===== src/hdl/dsa_pkg.sv =====
// shared types and constants of the descriptor slot allocator
package dsa_pkg;

    // sizes
    localparam int FREE_DEPTH  = 1024;
    localparam int OFFSET_BITS = 24;
    localparam int FREE_AW     = $clog2(FREE_DEPTH);
    localparam int CNT_W       = $clog2(FREE_DEPTH + 1);
    localparam int LIMIT_W     = 25;
    localparam int STRIDE_W    = 13;
    localparam int ADDR_W      = 64;
    localparam int COUNT_W     = 16;
    localparam int CFG_IDX_W   = 2;
    localparam int CFG_DATA_W  = 64;
    localparam int PROD_W      = OFFSET_BITS + STRIDE_W;

    // largest usable slot count so every offset fits
    localparam logic [LIMIT_W-1:0] LIMIT_CAP = LIMIT_W'(1) << OFFSET_BITS;

    // configuration reset values
    localparam logic [STRIDE_W-1:0] STRIDE_RESET = STRIDE_W'(32);

    // request codes
    localparam logic REQ_ALLOC = 1'b0;
    localparam logic REQ_FREE  = 1'b1;

    // result status codes
    typedef enum logic [1:0] {
        ST_GRANTED = 2'd0,
        ST_NOSPACE = 2'd1,
        ST_FREED   = 2'd2,
        ST_DROPPED = 2'd3
    } status_t;

    // configuration register indexes
    typedef enum logic [CFG_IDX_W-1:0] {
        CFG_SLOT_LIMIT  = 2'd0,
        CFG_SLOT_STRIDE = 2'd1,
        CFG_CPU_BASE    = 2'd2,
        CFG_GPU_BASE    = 2'd3
    } cfg_idx_t;

    // free stack commands
    typedef struct packed {
        logic                   push;
        logic                   pop;
        logic [OFFSET_BITS-1:0] push_data;
    } stk_ctl_t;

    // free stack status
    typedef struct packed {
        logic                   empty;
        logic                   full;
        logic [OFFSET_BITS-1:0] top;
    } stk_stat_t;

    // decided result handed to the address stages
    typedef struct packed {
        status_t                status;
        logic                   granted;
        logic [OFFSET_BITS-1:0] offset;
    } res_t;

endpackage


===== src/hdl/dsa_bump.sv =====
// bump counter with bound check against the clamped slot limit
module dsa_bump (
    input  logic                              clk,
    input  logic                              rst_n,
    input  logic [dsa_pkg::LIMIT_W-1:0]       slot_limit,
    input  logic [dsa_pkg::COUNT_W-1:0]       alloc_count,
    input  logic                              take,
    output logic                              fits,
    output logic [dsa_pkg::OFFSET_BITS-1:0]   base_slot
);

    logic [dsa_pkg::LIMIT_W-1:0] next_free_slot_reg;
    logic [dsa_pkg::LIMIT_W-1:0] next_free_slot_next;
    logic [dsa_pkg::LIMIT_W-1:0] limit_eff;
    logic [dsa_pkg::LIMIT_W:0]   run_end;

    // clamp the limit so every granted offset fits its field
    assign limit_eff = (slot_limit > dsa_pkg::LIMIT_CAP) ? dsa_pkg::LIMIT_CAP : slot_limit;

    // end of the requested run and bound check
    assign run_end = {1'b0, next_free_slot_reg} + (dsa_pkg::LIMIT_W + 1)'(alloc_count);
    assign fits    = (alloc_count != '0) && (run_end <= {1'b0, limit_eff});

    assign base_slot = next_free_slot_reg[dsa_pkg::OFFSET_BITS-1:0];

    assign next_free_slot_next = take ? run_end[dsa_pkg::LIMIT_W-1:0] : next_free_slot_reg;

    always_ff @(posedge clk or negedge rst_n)
    begin
        if (!rst_n)
        begin
            next_free_slot_reg <= '0;
        end
        else
        begin
            next_free_slot_reg <= next_free_slot_next;
        end
    end

endmodule


===== config.mk =====
export PLATFORM = sky130hd
export DESIGN_NAME = dsa_bump
export DESIGN_NICKNAME = d
export VERILOG_FILES = /design/src/hdl/dsa_pkg.sv /design/src/hdl/dsa_bump.sv
export SDC_FILE = /design/constraint.sdc
export NUM_CORES = 1
export LEC_CHECK = 0
export ABC_AREA = 1
export BUFFER_PORTS_ARGS = -buffer_cell sky130_fd_sc_hd__buf_2
export CORE_MARGIN = 3
export CORE_UTILIZATION = 50
export DETAILED_ROUTE_END_ITERATION = 10
export GPL_ROUTABILITY_DRIVEN = 0
export PLACE_DENSITY_LB_ADDON = 0.05
export RECOVER_POWER = 50
export SETUP_SLACK_MARGIN = 0.2
export SLEW_MARGIN = 20
export SYNTH_ARGS = -nofsm -noshare
export SYNTH_HDL_FRONTEND = slang
export SYNTH_SLANG_ARGS = --single-unit

===== constraint.sdc =====
create_clock -name clk -period 4.4 [get_ports clk]
set_input_delay 0.88 -clock clk [delete_from_list [all_inputs] [get_ports clk]]
set_output_delay 0.88 -clock clk [all_outputs]
set_load 0.02 [all_outputs]

# Word level (Yosys, flattened, before mapping)
# Index checks and enable logic that the tools add are counted.
# Widths: inputs -> output; s select.
# op_classes
add_sub_neg	1
magnitude_cmp	2
muxes	1
n_reduce_logical	2
# ops
op	n
$add 25x16->26	1
$le 26x25->1	1
$gt 25x25->1 const B	1
$mux 25	1
$reduce_bool 16->1	1
$logic_and 1x1->1	1
# totals
ff_bits	25
inputBits	44
out_inout_bits	25
elab_cells	7

# Logic depth before layout (Yosys ltp)
# logic_depth
word_depth	4
mapped_depth	21
depth_no_buf	21

# Worst setup path before layout
# No wires, ideal clock.
# synth_path
kind	input to output
start	input port alloc_count[0] (netlist name)
end	output port fits
t_arrival_ns	3.359
t_required_ns	3.520
setup_slack_ns	0.161
cell_stages	20
n_path_buf	0
cell_sequence	ha_1 fa_1 nand3_1 nand3_2 nand2_1 nand2_2 nand2_1 nand2_2 nand2_1 nand2_1 and2_1 ha_1 nand2_1 o21bai_1 nand2_1 nand2_1 nand2_1 a21boi_0 nand2_1 a21oi_1
# synth_via
elab_chain_len	3
elab_cells_between_ends	4
cone_classes	1 x add/sub; 1 x order compare; 2 x reduce/logical
# synth_lines
element	line_no	text
from (decl)	dsa_bump.sv:6	input logic [dsa_pkg::COUNT_W-1:0] alloc_count,
$add 25x16->26	dsa_bump.sv:21	assign run_end = {1'b0, next_free_slot_reg} + (dsa_pkg::LIMIT_W + 1)'(alloc_count);
net run_end (one bit)	dsa_bump.sv:15	logic [dsa_pkg::LIMIT_W:0] run_end;
$le 26x25->1	dsa_bump.sv:22	assign fits = (alloc_count != '0) && (run_end <= {1'b0, limit_eff});
$logic_and 1x1->1	dsa_bump.sv:22	
to (decl)	dsa_bump.sv:8	output logic fits,
# The timed path passes the listed nets, and every way through them passes these cells.

# Worst setup path in the final report
# Ends and elaborated chain as after synthesis.

==> results.yml <==
power_and_ir_drop:
  intPower_mw: 1.367
  seqPwrFrac_pct: 15.6
  switchingPower_mw: 1.590
  p_leak_nw: 2.231
  ir_worst_vdd_uv: 312.2
  swShare_pct: 53.77
  combinationalPowerShare_pct: 79.4
  powerDensity_nw_per_um2: 693.9
  p_clk_share_pct: 5.0
  power_mw: 2.957
synthesis:
  ys_types: 36
  syn_area_per_cell_um2: 6.357
  synth-simple-area-share_pct: 43.51
  syn-instance-count: 532
  synth_compound_area_share_pct: 5.660
  synth_fp_nets: 618
  yosys_warnings: 0
  ys_ff_latch: 25
  synth_top_family_by_area: "simple AND/OR/NAND/NOR gates"
  yosys.area_share.xor_xnor_pct: 4.255
  synth_mux_area_share_pct: 0
  synth_area_um2: 3382
  synth-seq-area-share_pct: 18.50
  synth_adder_area_share_pct: 15.76
hold_path:
  whs_path_depth: 2
  min_path_type: "reg2reg"
  hold_start: "next_free_slot_reg[24]"
  hold_path_end: "next_free_slot_reg[24]"
floorplanning:
  dieHeight_um: 88.25
  core_um2: 6459
  num_rows: 29
  pin_count: 69
  die_w_um: 88.25
  dieArea_um2: 7787
  start_util_pct: 52.36
sta:
  max_freq_ghz: 0.2332
  period_share_pct: 97.46
  fin_worst_skew_ns: 0.004127
  finalCriticalPeriod_ns: 4.288
  finalMaxSlewViolations: 0
  slew_headroom_pct: 2.812
  finalHoldViolCount: 0
  setup_tns_ns: 0
  worstMarginPinSlew_ns: 1.458
  fin_hold_ws_ns: 0.5172
  rsz0062_at_grt: "yes"
  setup_viol: 0
  layout_setup_ws_ns: 0.1116
routing:
  drtIter0Drc: 118
  num_vias: 3535
  drcViolationCount: 0
  drtPass1Iterations: 4
  wl_mm: 9.562
  via_per_inst: 5.229
  avgRoutedWirePerCell_um: 14.14
  drt.antenna.violating_nets: 0
cells_and_area:
  instances_no_fill: 676
  post-route-cell-area_um2: 4262
  drive_gt1_share_pct: 28.88
  syn_to_final_growth_pct: 26.01
  largest_register_ffs: 25
  utilization_pct: 65.98
  fin_nets: 686
  diodes: 0
status:
  status: "finished, final reports clean"
grt:
  grt_use_total_pct: 24.86
  grt_max_degree: 27
  overflow: 0
  antenna_found_initial: 0
  grt_pass1_vias: 3238
  grt_pass1_wl_mm: 15.24
setup_path:
  crit_arrival_ns: 3.41
  start_kind: "primary input"
  cp-end-kind: "primary output"
  crit_type: "in2out"
  slowest_delay_ns: 0.39
  cp-startpoint: "alloc_count[0]"
  r2r-end: "next_free_slot_reg[14]"
  cp_max_fo: 3
  r2r_slack_ns: 2.39
  crit_chain: "buf_8 -> ha_4 -> fa_2 -> nand3_2 -> nand3_4 -> nand2_2 -> nand2_4 -> nand2_2 -> nand2_2 -> or2_4 -> and2_4 -> ha_4 -> nand4_1 -> nor3_2 -> nand2_1 -> nand2_1 -> nand2_1 -> nand2_1 -> a21oi_2 -> buf_6"
  crit_required_ns: 3.52
  path_common_cell: "nand2_1"
  reg2reg_depth: 12
  critical-path-slowest-cell: "fa_2"
  r2r_start: "next_free_slot_reg[0]"
placed_design:
  post-dp-hpwl_mm: 7.649
  place_inst: 669
  place_area_um2: 3797
  port_buffers: 68
  dpl_worst_slack_ns: -0.08406
cts:
  cts_hold_buf: 0
  h-tree-depth: 1
  clkTransAtPathRegs_ns: 0.09
  clk_latency_ns: 0.28
  cts_sinks: 25
  numCtsBuffers: 3
  cts_tree: "yes"
  ctsRootBufferMaster: "clkbuf_8"
  cts_buffer_depth: 2
flow_run:
  max_cap_viol_count: 0
[worst max path at each step]
stage / to / slack, ns / cells after the start
after floorplan: fits / 0.25 / 20
after global placement: fits / 0.007 / 20
after detailed placement: fits / -0.08 / 22
after CTS: fits / 0.1 / 20
after global routing: fits / -0.06 / 22
final: fits / 0.11 / 20
[layout by cell type, fill, tap and decap left out, types with 3 or more instances in the layout]
cell      synthesis  routed
nor2_1           21      18
o21ai_0           4       3
nor2_4            2       4
xor2_2            4       4
and2_1           13       9
inv_2             2       3
nor4_1           11      11
nand2_4           0       7
and2_4            0       4
nand3_1          29      27
nor2_2            5       6
nand4_1          12      12
buf_4            24      25
dfrtp_1          25      25
buf_2             3      54
ha_1             41      25
a21oi_1          23      15
nor3_2            1       3
a21oi_2           0       8
inv_1            51      50
xor2_1            8       7
ha_4              0      16
clkbuf_8          0       3
nand2_2          14      23
clkbuf_1          3      13
nand2_1         214     198
[kinds of logic (layout without fill, tap and decap cells)]
logic type                 after synthesis  after routing
buffers and inverters                   86            153
AOI/OAI and AO/OA                       35             35
adders and majority gates               42             42
xor gates and xnor gates                13             13
DFF                                     25             25
and+or+nand+nor                        331            331
[synth_stat cells (all sizes together)]
library cell | n | area, µm²
nor3b | 1 | 12.51
nand3b | 1 | 7.510
buf | 28 | 198.9
o21bai | 3 | 22.52
nor3 | 4 | 25.02
nand3 | 31 | 165.2
and2 | 14 | 87.59
o22ai | 1 | 6.260
a21oi | 23 | 115.1
inv | 53 | 198.9
xnor2 | 1 | 8.760
clkinv | 2 | 7.510
nand2 | 228 | 890.9
o21ai | 5 | 25.02
nand4 | 12 | 75.07
clkbuf | 3 | 11.26
nor2 | 28 | 132.6
xor2 | 12 | 135.1
a21boi | 2 | 15.01
or2 | 1 | 6.260
nor4 | 11 | 68.82
fa | 1 | 20.02
a21o | 1 | 7.510
dfrtp | 25 | 625.6
ha | 41 | 513.0
[final cells by class]
type / count / area, µm²
fill: 610 / 2197
inverter: 55 / 206.4
clock buffer: 4 / 45.04
timing repair buffer: 94 / 549.3
sequential: 25 / 625.6
tap: 77 / 96.34
multi-input combinational: 421 / 2739
[metal layers]
layer	global-route usage [%]	part of all wire [%]	up-vias
li1	-	-	1822
met5	0	0	-
met3	2.607	4.6	18
met2	41.06	47	93
met1	34.21	45	1602
met4	7.692	3.1	0
[what timing repair did]
item                                    4_1_cts  5_1_grt
pin swaps                                     2       17
resized for setup                            21       55
endpoints found under the setup margin        1        1
buffers inserted                              3        0
[power groups by stage]
stage                     clock network (mW)  registers (mW)  logic, mW
after floorplan                            0           0.408       1.54
after global placement                     0           0.435       1.97
after detailed placement                   0           0.439       2.01
after CTS                              0.149           0.447       2.13
after global routing                   0.159           0.479       2.63
final                                  0.146           0.463       2.35
[critical path: cells and delay by family]
kind / cells / cell delay (ns)
buf+inv: 2 / 0.22
simple gates: 14 / 1.46
compound gates: 1 / 0.06
fa+ha+maj: 3 / 0.79
Power figures use the tool's default switching activity.
