### src/hdl/dsa_pkg.sv
// shared types and constants of the descriptor slot allocator
package dsa_pkg;

    // sizes
    localparam int FREE_DEPTH  = 1024;
    localparam int OFFSET_BITS = 24;
    localparam int FREE_AW     = $clog2(FREE_DEPTH);
    localparam int CNT_W       = $clog2(FREE_DEPTH + 1);
    localparam int LIMIT_W     = 25;
    localparam int STRIDE_W    = 13;
    localparam int ADDR_W      = 64;
    localparam int COUNT_W     = 16;
    localparam int CFG_IDX_W   = 2;
    localparam int CFG_DATA_W  = 64;
    localparam int PROD_W      = OFFSET_BITS + STRIDE_W;

    // largest usable slot count so every offset fits
    localparam logic [LIMIT_W-1:0] LIMIT_CAP = LIMIT_W'(1) << OFFSET_BITS;

    // configuration reset values
    localparam logic [STRIDE_W-1:0] STRIDE_RESET = STRIDE_W'(32);

    // request codes
    localparam logic REQ_ALLOC = 1'b0;
    localparam logic REQ_FREE  = 1'b1;

    // result status codes
    typedef enum logic [1:0] {
        ST_GRANTED = 2'd0,
        ST_NOSPACE = 2'd1,
        ST_FREED   = 2'd2,
        ST_DROPPED = 2'd3
    } status_t;

    // configuration register indexes
    typedef enum logic [CFG_IDX_W-1:0] {
        CFG_SLOT_LIMIT  = 2'd0,
        CFG_SLOT_STRIDE = 2'd1,
        CFG_CPU_BASE    = 2'd2,
        CFG_GPU_BASE    = 2'd3
    } cfg_idx_t;

    // free stack commands
    typedef struct packed {
        logic                   push;
        logic                   pop;
        logic [OFFSET_BITS-1:0] push_data;
    } stk_ctl_t;

    // free stack status
    typedef struct packed {
        logic                   empty;
        logic                   full;
        logic [OFFSET_BITS-1:0] top;
    } stk_stat_t;

    // decided result handed to the address stages
    typedef struct packed {
        status_t                status;
        logic                   granted;
        logic [OFFSET_BITS-1:0] offset;
    } res_t;

endpackage

### src/hdl/dsa_addr_gen.sv
// product stage and base add stage feeding the result register
module dsa_addr_gen (
    input  logic                               clk,
    input  logic                               rst_n,
    input  logic                               in_valid,
    output logic                               in_ready,
    input  dsa_pkg::res_t                      res,
    input  logic [dsa_pkg::STRIDE_W-1:0]       slot_stride,
    input  logic [dsa_pkg::ADDR_W-1:0]         cpu_base,
    input  logic [dsa_pkg::ADDR_W-1:0]         gpu_base,
    output logic                               out_valid,
    input  logic                               out_ready,
    output logic [1:0]                         status,
    output logic [dsa_pkg::OFFSET_BITS-1:0]    slot_offset,
    output logic [dsa_pkg::ADDR_W-1:0]         cpu_address,
    output logic [dsa_pkg::ADDR_W-1:0]         gpu_address
);

    logic                                v2_reg;
    logic                                v3_reg;
    logic                                s3_ready;
    dsa_pkg::res_t                       res2_reg;
    logic [dsa_pkg::PROD_W-1:0]          prod2_reg;
    logic [dsa_pkg::PROD_W-1:0]          prod_next;
    logic [1:0]                          status3_reg;
    logic [dsa_pkg::OFFSET_BITS-1:0]     offset3_reg;
    logic [dsa_pkg::ADDR_W-1:0]          cpu3_reg;
    logic [dsa_pkg::ADDR_W-1:0]          gpu3_reg;
    logic [dsa_pkg::ADDR_W-1:0]          cpu_next;
    logic [dsa_pkg::ADDR_W-1:0]          gpu_next;

    // stage flow control
    assign s3_ready = !v3_reg || out_ready;
    assign in_ready = !v2_reg || s3_ready;

    // offset times stride
    assign prod_next = dsa_pkg::PROD_W'(res.offset) * dsa_pkg::PROD_W'(slot_stride);

    // base add, zero unless granted
    assign cpu_next = res2_reg.granted ? cpu_base + dsa_pkg::ADDR_W'(prod2_reg) : '0;
    assign gpu_next = res2_reg.granted ? gpu_base + dsa_pkg::ADDR_W'(prod2_reg) : '0;

    always_ff @(posedge clk or negedge rst_n)
    begin
        if (!rst_n)
        begin
            v2_reg <= 1'b0;
            v3_reg <= 1'b0;
        end
        else
        begin
            if (in_ready)
            begin
                v2_reg <= in_valid;
            end
            if (s3_ready)
            begin
                v3_reg <= v2_reg;
            end
        end
    end

    // stage payloads
    always_ff @(posedge clk)
    begin
        if (in_ready && in_valid)
        begin
            res2_reg  <= res;
            prod2_reg <= prod_next;
        end
        if (s3_ready && v2_reg)
        begin
            status3_reg <= res2_reg.status;
            offset3_reg <= res2_reg.offset;
            cpu3_reg    <= cpu_next;
            gpu3_reg    <= gpu_next;
        end
    end

    assign out_valid   = v3_reg;
    assign status      = status3_reg;
    assign slot_offset = offset3_reg;
    assign cpu_address = cpu3_reg;
    assign gpu_address = gpu3_reg;

endmodule

### config.mk
export PLATFORM = sky130hd
export DESIGN_NAME = dsa_addr_gen
export DESIGN_NICKNAME = d
export VERILOG_FILES = /design/src/hdl/dsa_pkg.sv /design/src/hdl/dsa_addr_gen.sv
export SDC_FILE = /design/constraint.sdc
export NUM_CORES = 1
export LEC_CHECK = 0
export ABC_CLOCK_PERIOD_IN_PS = 8900
export BUFFER_PORTS_ARGS = -buffer_cell sky130_fd_sc_hd__buf_2
export CAP_MARGIN = 25
export CORE_MARGIN = 5
export CORE_UTILIZATION = 41
export CTS_CLUSTER_DIAMETER = 120
export DETAILED_ROUTE_END_ITERATION = 7
export GPL_ROUTABILITY_DRIVEN = 1
export SLEW_MARGIN = 5
export SYNTH_ARGS = -nofsm -noshare
export SYNTH_HDL_FRONTEND = slang
export SYNTH_SLANG_ARGS = --single-unit
### constraint.sdc
create_clock -name clk -period 8.9 [get_ports clk]
set_input_delay 0 -clock clk [delete_from_list [all_inputs] [get_ports clk]]
set_output_delay 0 -clock clk [all_outputs]
set_load 0.02 [all_outputs]
== Word level (Yosys, flattened, before mapping) ==
Index checks and enable logic that the tools add are counted.
Storage, ports and cells
  bits of input ports: 172
  output and inout bits: 156
  register bits after elaboration: 220
Cells by class
  reductions and logical operators: 6
  multipliers: 1
  $add $sub $neg: 2
Operators with widths (count)
  $add A64 B37 Y64: 2
  $mul A24 B13 Y37: 1
  $logic_and A1 B1 Y1: 2
  $logic_not A1 Y1: 2
  $logic_or A1 B1 Y1: 2

== Longest topological paths before layout ==
  word-level depth: 4
  gate-level depth with buffers: 23

== Worst setup path after synthesis ==
No wires, ideal clock.
  path type: input-to-reg
  start point: in res[20] (netlist bit)
  end point: reg prod2_reg[35] (netlist bit), data pin
  library setup time: 0.272 ns
  data required time: 8.628 ns
  data arrival time: 5.185 ns
  setup slack: 3.443 ns
  path buffers: 1
  stages on the path: 21
  cells stage by stage: clkbuf_1 -> nand2_1 -> fa_1 -> inv_1 -> fa_1 -> fa_1 -> fa_1 -> inv_1 -> fa_1 -> inv_1 -> ha_1 -> a21o_1 -> a21oi_1 -> a21oi_1 -> a211oi_1 -> o21ai_0 -> nor3_1 -> a21oi_1 -> a31oi_1 -> nor3_1 -> or4_1
Between the ends
  cells in the longest elaborated chain, start to end: 1
RTL lines
  from (decl): RTL line dsa_addr_gen.sv:7  | input dsa_pkg::res_t res,
  $mul A24 B13 Y37: RTL line dsa_addr_gen.sv:37  | assign prod_next = dsa_pkg::PROD_W'(res.offset) * dsa_pkg::PROD_W'(slot_stride);
  named net prod_next (one bit): RTL line dsa_addr_gen.sv:24  | logic [dsa_pkg::PROD_W-1:0] prod_next;
  to (signal assigned): RTL line dsa_addr_gen.sv:69  | prod2_reg <= prod_next;
  to (decl): RTL line dsa_addr_gen.sv:23  | logic [dsa_pkg::PROD_W-1:0] prod2_reg;
The timed path passes the listed nets, and every way through them passes these cells.
A chain may end at the register's enable or synchronous reset.

== Worst setup path after layout ==
  start point: in res[12] (netlist bit)
  end point: reg prod2_reg[35] (netlist bit), data pin
Same word-level chain as after synthesis.

==> impl_metrics.tcl <==
set metrics [dict create \
    r2r_cells 15 \
    yosysSeqAreaShare 0.298 \
    post-place-ws_ps 2720 \
    drive_gt1_frac 0.149 \
    r2r_slack_ps 3930 \
    via_count 17500 \
    worstSkewPairLatency_ps 560 \
    vias_per_cell 5.20 \
    antenna_left 0 \
    netlist_top_cells_count "inv_1, nand2_1, fa_1, edfxtp_1, ha_1" \
    gp_congestion 0.917 \
    timing.rr.start "prod2_reg[0]$_DFFE_PP_" \
    worst_setup_path_start_kind "primary input" \
    htree_levels 1 \
    grt_overflow 0 \
    utilization 0.489 \
    ys_warn_count 0 \
    cts_tree "built" \
    postSynthCellCount 2267 \
    crit_path_start "res[12]" \
    grt_max_degree 79 \
    dieArea_um2 58800 \
    max_freq_mhz 165 \
    grt_util_all_layers 0.211 \
    worstPathArrival_ps 6340 \
    cts.sink_count 220 \
    crit_type "in -> reg" \
    cellLeakagePower_nw 12.0 \
    synthFlopType "edfxtp_1" \
    hold_violations 0 \
    fin_crit_ps 6070 \
    vdd_drop_max_v 0.000262 \
    syn2layout_area_growth_pct 18.6 \
    drv_cap 0 \
    crit_path_end "prod2_reg[35]$_DFFE_PP_" \
    fin_skew_ps 30.0 \
    core.rowCount 85 \
    syn_nets 2839 \
    critPathMaxFanout 14 \
    ys_seq_elements 220 \
    clkTransAtPathRegs_ps 60 \
    start_util 0.412 \
    grt_pass1_wl_um 101000 \
    tightest_slew_ps 988 \
    fp.dieH_um 242 \
    antenna_found_initial 6 \
    crit_required_ps 9170 \
    routed_wirelength_um 63500 \
    die_w_um 242 \
    fin_ws_ps 2830 \
    slew_violations 0 \
    synth-edff-count 218 \
    synthTopCellsByArea "edfxtp_1, fa_1, ha_1" \
    core-area_um2 53700 \
    cts_buffer_depth 3 \
    pwr_density_cell_nw_per_um2 339 \
    dr.pass1.iters 5 \
    yosysTopAreaCell "edfxtp_1" \
    synthArstFlopShare 0.00909 \
    hpwl_um 49900 \
    dr.first_iter.drc_count 1038 \
    setup_viol 0 \
    avgSynthCellArea_um2 9.77 \
    end_kind "flop" \
    min_path_type "in -> reg" \
    cts_root_buf "clkbuf_16" \
    slew_headroom 0.334 \
    nets 3226 \
    yosysMostFrequentCell "inv_1" \
    io_buffers 327 \
    yosysTopAreaCellShare 0.296 \
    cts-buffers-inserted 26 \
    rsz0062_at_grt "no" \
    status "finished clean" \
    setup-tns-final_ps 0 \
    timing.rr.end "gpu_address[60]$_SDFFCE_PN0P_" \
    post-route-period-util 0.682 \
    syn-cell-area_um2 22100 \
    routedWlPerCell_um 18.8 \
    drcViolationCount 0 \
    grt_pass1_vias 18200 \
    synthDistinctLibCells 81 \
    ioPinCount 328 \
]
==> layout by cell type (no fill, tap or decap), types with 6 or more instances in the layout <==
cell type	n
a211oi_1	7
a21o_1	53
a21oi_1	110
a31oi_1	7
and2_1	139
and3_1	22
buf_2	327
clkbuf_16	27
clkinv_1	6
dlygate4sd3_1	119
edfxtp_1	218
fa_1	244
ha_1	156
inv_1	319
nand2_1	263
nand2b_1	15
nand3_1	33
nand4_1	23
nor2_1	155
nor2b_1	23
nor3_1	44
nor4_1	13
o211ai_1	8
o21a_1	13
o21ai_0	59
o21bai_1	15
or3_1	13
xnor2_1	84
xor2_1	36
==> layer usage <==
layer	share of wire	GRT usage	wire (um)	vias to the layer above
met2	0.48	0.358	30200	586
li1	-	-	-	8274
met4	0.019	0.0468	1200	10
met5	0.00095	0	60	-
met1	0.44	0.287	27800	8568
met3	0.067	0.0361	4280	90
==> what timing repair did <==
item,in CTS,in global routing
endpoints found under the hold margin,114,0
resized for setup,0,0
setup buffers,0,0
hold buffers,119,0
==> per-stage QoR <==
stage	power, W	hold slack, ps	instances	cell area [um^2]
after floorplan	0.00635	-296	2267	22100
after global placement	0.00775	-216	3203	24300
after detailed placement	0.00785	-212	3203	24300
after CTS	0.00894	1.11	3368	26300
after global routing	0.00978	66.1	3369	26300
final	0.00889	42.3	3372	26300
==> worst max-delay path, stage by stage <==
cell and delay [ps]:
dlygate4sd3_1 530, buf_2 210, and2_1 210, fa_1 530, inv_1 50, fa_1 470, inv_1 50, fa_1 480
fa_1 560, inv_1 70, fa_1 480, inv_1 40, ha_1 370, nand3_1 120, or2_1 260, nor2_1 100
o311ai_1 100, a31oi_1 380, o21ai_1 170, a21oi_1 240, a31oi_1 210, nor4bb_1 190, or4_1 500
==> worst min path at each step <==
stage | from | end | slack [ps] | cells past startpoint
5_1_grt | cpu_base[15] | cpu_address[15]$_SDFFCE_PN0P_ | 70 | 4
2_1_floorplan | rst_n | out_valid$_DFFE_PN0P_ | -300 | 0
3_3_place_gp | rst_n | v2_reg$_DFFE_PN0N_ | -220 | 1
3_5_place_dp | rst_n | out_valid$_DFFE_PN0P_ | -210 | 1
4_1_cts | gpu_base[4] | gpu_address[4]$_SDFFCE_PN0P_ | 1 | 4
6_report | gpu_base[4] | gpu_address[4]$_SDFFCE_PN0P_ | 40 | 4
==> logic make-up after synthesis <==
logic type                 count (synthesis)  share of synthesized area
adders and majority gates                400                      0.309
and+or+nand+nor                          774                      0.169
buffers and inverters                    412                     0.0726
AOI/OAI and AO/OA                        335                      0.101
xor gates and xnor gates                 120                     0.0475
DFF                                      220                      0.298
muxes                                      6                    0.00282
==> final cells by class <==
| cell class | instances | area, um^2 |
|---|---|---|
| inverters | 320 | 1200 |
| multi-input cells | 1635 | 13900 |
| clock buffers | 32 | 694 |
| well taps | 696 | 871 |
| flip-flops and latches | 220 | 6600 |
| diodes | 4 | 10.0 |
| fillers | 5022 | 27400 |
| repair buffers | 451 | 2870 |
| clock inverters | 14 | 78.8 |
==> power by group <==
group	internal [W]	leakage, nW	switching, W
Combinational	0.00251	9.43	0.00360
Clock	0.000552	0.378	0.000442
Sequential	0.00165	2.15	0.000132
Power figures use the tool's default switching activity.
